==> src/rtl/core/tekd_pkg.sv <==
// Shared types, constants and key sequence table for the escape key decoder.
`default_nettype none

package tekd_pkg;

  // Sequence geometry.
  localparam int unsigned KeyCount = 16;
  localparam int unsigned SeqMax   = 5;
  localparam int unsigned PendMax  = 4;

  localparam logic [7:0] KeyEsc = 8'h1B;

  // Result status codes.
  typedef enum logic [1:0] {
    ST_PASS    = 2'd0,
    ST_PENDING = 2'd1,
    ST_UNKNOWN = 2'd2,
    ST_KEY     = 2'd3
  } status_e;

  // One decoded result.
  typedef struct packed {
    status_e    status;
    logic [3:0] key_code;
    logic [7:0] byte_out;
  } result_t;

  // Bytes of the sequence in progress and how many of them are valid.
  typedef struct packed {
    logic [PendMax-1:0][7:0] bytes;
    logic [2:0]              count;
  } pend_t;

  // Number of bytes in each key sequence.
  localparam logic [2:0] KEY_LEN [KeyCount] = '{
    3'd3, 3'd3, 3'd3, 3'd3, 3'd3, 3'd3, 3'd3, 3'd3,
    3'd5, 3'd5, 3'd5, 3'd5, 3'd5, 3'd4, 3'd4, 3'd4
  };

  // Key sequences in table order; the first entry that fits decides.
  localparam logic [7:0] KEY_SEQ [KeyCount][SeqMax] = '{
    '{8'h1B, 8'h5B, 8'h41, 8'h00, 8'h00},  // up
    '{8'h1B, 8'h5B, 8'h42, 8'h00, 8'h00},  // down
    '{8'h1B, 8'h5B, 8'h43, 8'h00, 8'h00},  // right
    '{8'h1B, 8'h5B, 8'h44, 8'h00, 8'h00},  // left
    '{8'h1B, 8'h4F, 8'h50, 8'h00, 8'h00},  // F1
    '{8'h1B, 8'h4F, 8'h51, 8'h00, 8'h00},  // F2
    '{8'h1B, 8'h4F, 8'h52, 8'h00, 8'h00},  // F3
    '{8'h1B, 8'h4F, 8'h53, 8'h00, 8'h00},  // F4
    '{8'h1B, 8'h5B, 8'h31, 8'h35, 8'h7E},  // F5
    '{8'h1B, 8'h5B, 8'h31, 8'h37, 8'h7E},  // F6
    '{8'h1B, 8'h5B, 8'h31, 8'h38, 8'h7E},  // F7
    '{8'h1B, 8'h5B, 8'h31, 8'h39, 8'h7E},  // F8
    '{8'h1B, 8'h5B, 8'h32, 8'h30, 8'h7E},  // F9
    '{8'h1B, 8'h5B, 8'h33, 8'h7E, 8'h00},  // delete
    '{8'h1B, 8'h5B, 8'h31, 8'h7E, 8'h00},  // home
    '{8'h1B, 8'h5B, 8'h34, 8'h7E, 8'h00}   // end
  };

endpackage

`default_nettype wire

==> src/rtl/core/tekd_match.sv <==
// Combinational matcher: decodes one byte against the pending sequence.
`default_nettype none

module tekd_match
  import tekd_pkg::*;
(
  input  logic [7:0] byte_i,
  input  pend_t      pend_i,
  output result_t    res_o,
  output pend_t      pend_o
);

  logic [2:0]              cnt;
  logic [2:0]              n;
  logic [SeqMax-1:0][7:0]  cand;
  logic [KeyCount-1:0]     full;
  logic [KeyCount-1:0]     prefix;

  // Candidate sequence: pending bytes followed by the new byte.
  always_comb begin
    cnt = (pend_i.count > 3'(PendMax)) ? 3'(PendMax) : pend_i.count;
    n   = cnt + 3'd1;
    for (int i = 0; i < SeqMax; i++) begin
      if (i < int'(cnt)) begin
        cand[i] = (i < PendMax) ? pend_i.bytes[i[1:0]] : 8'h00;
      end else if (i == int'(cnt)) begin
        cand[i] = byte_i;
      end else begin
        cand[i] = 8'h00;
      end
    end
  end

  // Per entry: complete match, or the candidate is a strict prefix of it.
  always_comb begin
    logic ok_len;
    logic ok_n;
    for (int k = 0; k < KeyCount; k++) begin
      ok_len = 1'b1;
      ok_n   = 1'b1;
      for (int i = 0; i < SeqMax; i++) begin
        if (cand[i] != KEY_SEQ[k][i]) begin
          if (i < int'(KEY_LEN[k])) ok_len = 1'b0;
          if (i < int'(n))          ok_n   = 1'b0;
        end
      end
      full[k]   = (KEY_LEN[k] <= n) && ok_len;
      prefix[k] = (n < KEY_LEN[k]) && ok_n;
    end
  end

  // Escape handling, pass-through, and the first table entry that fits.
  always_comb begin
    res_o  = '{status: ST_UNKNOWN, key_code: 4'd0, byte_out: 8'h00};
    pend_o = '0;
    if (byte_i == KeyEsc) begin
      if (pend_i.count == 3'd1) begin
        // Second escape right after a lone escape passes through.
        res_o.status   = ST_PASS;
        res_o.byte_out = byte_i;
      end else begin
        res_o.status    = ST_PENDING;
        pend_o.bytes[0] = byte_i;
        pend_o.count    = 3'd1;
      end
    end else if (pend_i.count == 3'd0) begin
      res_o.status   = ST_PASS;
      res_o.byte_out = byte_i;
    end else begin
      // Walk from the back so the lowest matching entry wins.
      for (int k = KeyCount - 1; k >= 0; k--) begin
        if (full[k]) begin
          res_o.status   = ST_KEY;
          res_o.key_code = 4'(k);
          pend_o         = '0;
        end else if (prefix[k]) begin
          if (n > 3'(PendMax)) begin
            res_o.status   = ST_UNKNOWN;
            res_o.key_code = 4'd0;
            pend_o         = '0;
          end else begin
            res_o.status   = ST_PENDING;
            res_o.key_code = 4'd0;
            for (int i = 0; i < PendMax; i++) begin
              pend_o.bytes[i] = cand[i];
            end
            pend_o.count = n;
          end
        end
      end
    end
  end

endmodule

`default_nettype wire

==> src/rtl/core/terminal_escape_key_decoder.sv <==
// Pipeline: each byte passes the input register, then the result register.
// Throughput: one byte per cycle while the output is not stalled; the key
// match is a single pass between the input register and the result register,
// and the pending buffer updates as each byte moves into the result register.
// Reset: asynchronous, active low; clears both stage valids and empties the
// pending sequence buffer.
`default_nettype none

module terminal_escape_key_decoder
  import tekd_pkg::*;
(
  input  logic       clk_i,
  input  logic       rst_ni,
  input  logic       in_valid_i,
  output logic       in_stall_o,
  input  logic [7:0] rx_byte_i,
  output logic       out_valid_o,
  input  logic       out_stall_i,
  output logic [1:0] status_o,
  output logic [3:0] key_code_o,
  output logic [7:0] byte_out_o
);

  logic       s1_valid_q;
  logic [7:0] s1_byte_q;
  logic       out_valid_q;
  result_t    res_q;
  result_t    res_d;
  pend_t      pend_q;
  pend_t      pend_d;
  logic       out_ready;
  logic       s1_ready;
  logic       advance;

  // Stage flow control: each stage takes a transfer when it is empty or
  // its content moves on in the same cycle.
  assign out_ready  = !out_valid_q || !out_stall_i;
  assign s1_ready   = !s1_valid_q || out_ready;
  assign advance    = s1_valid_q && out_ready;
  assign in_stall_o = !s1_ready;

  tekd_match u_match (
    .byte_i (s1_byte_q),
    .pend_i (pend_q),
    .res_o  (res_d),
    .pend_o (pend_d)
  );

  // Control state and the pending buffer.
  always_ff @(posedge clk_i or negedge rst_ni) begin
    if (!rst_ni) begin
      s1_valid_q  <= 1'b0;
      out_valid_q <= 1'b0;
      pend_q      <= '0;
    end else begin
      if (s1_ready) s1_valid_q <= in_valid_i;
      if (out_ready) out_valid_q <= s1_valid_q;
      if (advance) pend_q <= pend_d;
    end
  end

  // Payload registers.
  always_ff @(posedge clk_i) begin
    if (s1_ready && in_valid_i) s1_byte_q <= rx_byte_i;
    if (advance) res_q <= res_d;
  end

  assign out_valid_o = out_valid_q;
  assign status_o    = res_q.status;
  assign key_code_o  = res_q.key_code;
  assign byte_out_o  = res_q.byte_out;

endmodule

`default_nettype wire
==> config.mk <==
export PLATFORM = sky130hd
export DESIGN_NAME = terminal_escape_key_decoder
export DESIGN_NICKNAME = d
export VERILOG_FILES = /design/src/rtl/core/tekd_pkg.sv /design/src/rtl/core/tekd_match.sv /design/src/rtl/core/terminal_escape_key_decoder.sv
export SDC_FILE = /design/constraint.sdc
export NUM_CORES = 1
export LEC_CHECK = 0
export BUFFER_PORTS_ARGS = -buffer_cell sky130_fd_sc_hd__buf_4
export CORE_MARGIN = 1
export CORE_UTILIZATION = 55
export CTS_CLUSTER_SIZE = 30
export DETAILED_ROUTE_END_ITERATION = 8
export GPL_ROUTABILITY_DRIVEN = 0
export GPL_TIMING_DRIVEN = 0
export HOLD_SLACK_MARGIN = 0.12
export PLACE_DENSITY = 0.75
export SETUP_SLACK_MARGIN = 0.15
export SKIP_LAST_GASP = 1
export SLEW_MARGIN = 20
export SYNTH_ARGS = -nofsm -noshare
export SYNTH_HDL_FRONTEND = slang
export SYNTH_SLANG_ARGS = --single-unit
==> constraint.sdc <==
create_clock -name clk_i -period 3.4 [get_ports clk_i]
set_input_delay 0.68 -clock clk_i [delete_from_list [all_inputs] [get_ports clk_i]]
set_output_delay 0.68 -clock clk_i [all_outputs]
set_load 0.02 [all_outputs]
==> insert_results.sql <==
INSERT INTO impl_metrics (metric_group, metric, value, unit) VALUES
('sta', 'setup_tns_final', '-8101', 'ps'),
('hold_path', 'hold_path.class', 'input pin to async pin', ''),
('cts', 'clock_latency', '370', 'ps'),
('setup_path', 'critical_path.max_fanout', '7', ''),
('floorplan', 'number_of_top_level_pins', '28', ''),
('run_status', 'status', 'finished, violations left', ''),
('sta', 'final-setup-viol-count', '40', ''),
('synth', 'sequential_element_share_of_the_synthesized_area', '43.22', '%'),
('final_layout', 'drive_gt1_share', '37.17', '%'),
('final_layout', 'mostFrequentLayoutCells', '73 x sky130_fd_sc_hd__buf_4, 51 x sky130_fd_sc_hd__nand2_1, 37 x sky130_fd_sc_hd__dfrtp_1', ''),
('drt', 'drt_first_iter_violations', '552', ''),
('final_layout', 'finalNonFillerCells', '564', ''),
('cts', 'holdBufCountCts', '0', ''),
('setup_path', 'critical-path-max-stage-delay', '660', 'ps'),
('cts', 'worst_setup_hold_path_clk_slew', '80', 'ps'),
('cts', 'tritoncts.num_buffers', '9', ''),
('power_and_ir_drop', 'ir_drop', '0.0005079', 'V'),
('floorplan', 'die_height', '83.70', 'um'),
('sta', 'timing_max_transition_violations_final', '0', ''),
('final_layout', 'fillerInstances', '365', ''),
('global_routing', 'grt_start_max_net_pins', '38', ''),
('placement', 'placed_cells', '499', ''),
('final_layout', 'final_nets', '500', ''),
('power_and_ir_drop', 'p_total', '3.181', 'mW'),
('cts', 'clock_tree_from_tritoncts', 'done', ''),
('synth', 'synth.cell_area', '3671', 'sq um'),
('synth', 'yosys_warnings', '0', ''),
('sta', 'fin_worst_hold_slack', '265.8', 'ps'),
('final_layout', 'mostFrequentLayoutCell', 'sky130_fd_sc_hd__buf_4', ''),
('drt', 'antenna_left', '0', ''),
('placement', 'place.port_buffers', '27', ''),
('setup_path', 'timing.critical_path.cells', 'buf_6 > buf_8 > buf_4 > nor3_1 > nor3_1 > a31oi_2 > or4_4 > buf_6 > o221ai_4 > nor2_4 > o21ai_4 > buf_6 > o31ai_2', ''),
('floorplan', 'dieArea', '7006', 'sq um'),
('run_status', 'violations', 'negative setup slack', ''),
('global_routing', 'globalRouteOverflowTotal', '0', ''),
('synth', 'post_synth_inst_count', '395', ''),
('final_layout', 'final_core_utilization', '79.68', '%'),
('drt', 'drt_drc_violations_left', '0', ''),
('final_layout', 'n_antenna_cell', '0', ''),
('global_routing', 'globalRouteMet3Util', '10.58', '%'),
('setup_path', 'worstPathRequired', '3660', 'ps'),
('synth', 'postSynth.topFlopCell', 'sky130_fd_sc_hd__dfrtp_1', ''),
('global_routing', 'grtUsageTotal', '35.03', '%'),
('global_routing', 'grt.met2_usage', '53.22', '%'),
('drt', 'drtPass1Iterations', '7', ''),
('cts', 'clock_tree.htree_level_count', '3', ''),
('run', 'drv.max_cap_violation_count', '0', ''),
('setup_path', 'startpoint_type', 'flop', ''),
('floorplan', 'floorplan.initialDensity', '57.48', '%'),
('setup_path', 'crit_top_cell', 'sky130_fd_sc_hd__buf_6', ''),
('floorplan', 'core', '6386', 'sq um'),
('drt', 'post_detailed_routing_wire_length', '13.14', 'mm'),
('setup_path', 'cp-end-kind', 'flop', ''),
('sta', 'final_critical_path_setup_slack', '-252.0', 'ps'),
('sta', 'grt_setup_unrepaired', 'yes', ''),
('power_and_ir_drop', 'power.static_leakage', '1.974', 'nW'),
('sta', 'max_slew_margin', '36.72', '%'),
('global_routing', 'grt_use_met1', '44.24', '%'),
('final_layout', 'area_delta_synth_final', '38.62', '%'),
('sta', 'timing_worst_slew_pin_value', '949.1', 'ps'),
('synth', 'ys_async_sr_fraction', '62.71', '%'),
('floorplan', 'die_w', '83.70', 'um'),
('setup_path', 'slowest_cell_on_the_critical_path', 'sky130_fd_sc_hd__nor3_1', ''),
('drt', 'dr_total_vias', '3988', ''),
('drt', 'routedWlPerCell', '23.29', 'um'),
('cts', 'clockBufferDepth', '2', ''),
('cts', 'clockRootBuffer', 'sky130_fd_sc_hd__clkbuf_8', ''),
('sta', 'final_hold_viol_count', '0', ''),
('global_routing', 'grt_pass1_wl', '18.60', 'mm'),
('synth', 'synth_cell_types', '65', ''),
('power_and_ir_drop', 'power-per-cell-area', '625.1', 'nW/um^2');
## report_power, final
group	switching (mW)	internal (mW)
clock	0.310	0.325
sequential	0.0531	0.824
combinational	0.980	0.689
## path summary, 6_finish.rpt
check	endpoint	cells after the start	start
min in group clk_i	s1_byte_q[1]$_DFFE_PP_	1	rx_byte_i[1]
max in group asynchronous	pend_q[31]$_DFFE_PN0P_	1	rst_ni
setup / recovery	pend_q[22]$_DFFE_PN0P_	13	pend_q[2]$_DFFE_PN0P_
hold reg to reg	pend_q[16]$_DFFE_PN0P_	1	pend_q[16]$_DFFE_PN0P_
setup reg to reg	pend_q[22]$_DFFE_PN0P_	13	pend_q[2]$_DFFE_PN0P_
hold / removal	pend_q[8]$_DFFE_PN0P_	1	rst_ni
## kinds of logic after synthesis
family / after synthesis / synth area share (%)
simple gates: 175 / 26.52
buf+inv: 35 / 5.044
flops: 59 / 43.22
xor+xnor: 1 / 0.2386
fa+ha+maj: 6 / 2.045
compound gates: 119 / 22.94
## flip-flops by register name, indices dropped and copies added, names as in the netlist
signal / count
byte_out_o: 8
key_code_o: 4
out_valid_o: 1
pend_q: 35
s1_byte_q: 8
s1_valid_q: 1
status_o: 2
## per-layer routing
metal | share of wire [%] | vias up | routed length (um)
li1 | - | 1673 | -
met1 | 36 | 1852 | 4697
met2 | 44 | 364 | 5806
met3 | 12 | 99 | 1637
met4 | 7.6 | 0 | 993
met5 | 0 | - | 0
## metrics by stage
step	area (sq um)	setup slack, ps
3_5_place_dp	4024	-744.2
4_1_cts	4697	-255.4
3_3_place_gp	4023	-658.6
5_1_grt	5089	-315.6
6_report	5089	-252.0
2_1_floorplan	3724	-165.6
## Yosys cell counts (3+ instances only)
cell | number | area share [%]
sky130_fd_sc_hd__nand2_1 | 52 | 5.3
sky130_fd_sc_hd__dfrtp_1 | 37 | 25
sky130_fd_sc_hd__nor2_1 | 24 | 2.5
sky130_fd_sc_hd__edfxtp_1 | 22 | 18
sky130_fd_sc_hd__a21oi_1 | 18 | 2.5
sky130_fd_sc_hd__nand3_1 | 18 | 2.5
sky130_fd_sc_hd__o21ai_0 | 17 | 2.3
sky130_fd_sc_hd__clkbuf_1 | 15 | 1.5
sky130_fd_sc_hd__o21ai_1 | 12 | 1.6
sky130_fd_sc_hd__and2_1 | 11 | 1.9
sky130_fd_sc_hd__o31ai_1 | 11 | 2.2
sky130_fd_sc_hd__nor3_1 | 9 | 1.2
sky130_fd_sc_hd__inv_1 | 8 | 0.82
sky130_fd_sc_hd__o211ai_1 | 8 | 1.6
sky130_fd_sc_hd__nand4_1 | 7 | 1.2
sky130_fd_sc_hd__nand4b_1 | 7 | 1.7
sky130_fd_sc_hd__o22ai_1 | 7 | 1.2
sky130_fd_sc_hd__a32oi_1 | 6 | 1.4
sky130_fd_sc_hd__buf_6 | 6 | 1.8
sky130_fd_sc_hd__ha_1 | 6 | 2.0
sky130_fd_sc_hd__nand3b_1 | 6 | 1.2
sky130_fd_sc_hd__nor2b_1 | 6 | 1.0
sky130_fd_sc_hd__nor4_1 | 6 | 1.0
sky130_fd_sc_hd__o21a_1 | 5 | 1.0
sky130_fd_sc_hd__a21boi_1 | 4 | 0.82
sky130_fd_sc_hd__a22oi_1 | 4 | 0.82
sky130_fd_sc_hd__a32o_1 | 4 | 1.1
sky130_fd_sc_hd__and3_1 | 4 | 0.68
sky130_fd_sc_hd__and4bb_1 | 4 | 1.4
sky130_fd_sc_hd__buf_2 | 4 | 0.55
sky130_fd_sc_hd__nand2b_1 | 4 | 0.68
sky130_fd_sc_hd__a31oi_1 | 3 | 0.51
## timing repair
item                       4_1_cts  5_1_grt
cloned                           4        0
hold endpoints to repair         0        0
setup endpoints to repair       41       41
setup buffers                   27       18
pin swaps                       22       30
resized for setup               60       55
## final cells by class
cell class,count,area share [%]
buffer,26,4.549
clock buffer,12,3.270
sequential,59,31.18
inverter,9,1.156
tap,77,1.893
clock inverter,4,0.4180
multi-input combinational,301,45.88
timing repair buffer,76,11.65
## worst max-delay path: cells and delay by family, from the launching register on
kind                   cells  cell delay (ps)
and+or+nand+nor            4             1400
buffers and inverters      5              740
DFF                        1              400
AOI/OAI and AO/OA          4             1020
Power figures use the tool's default switching activity.
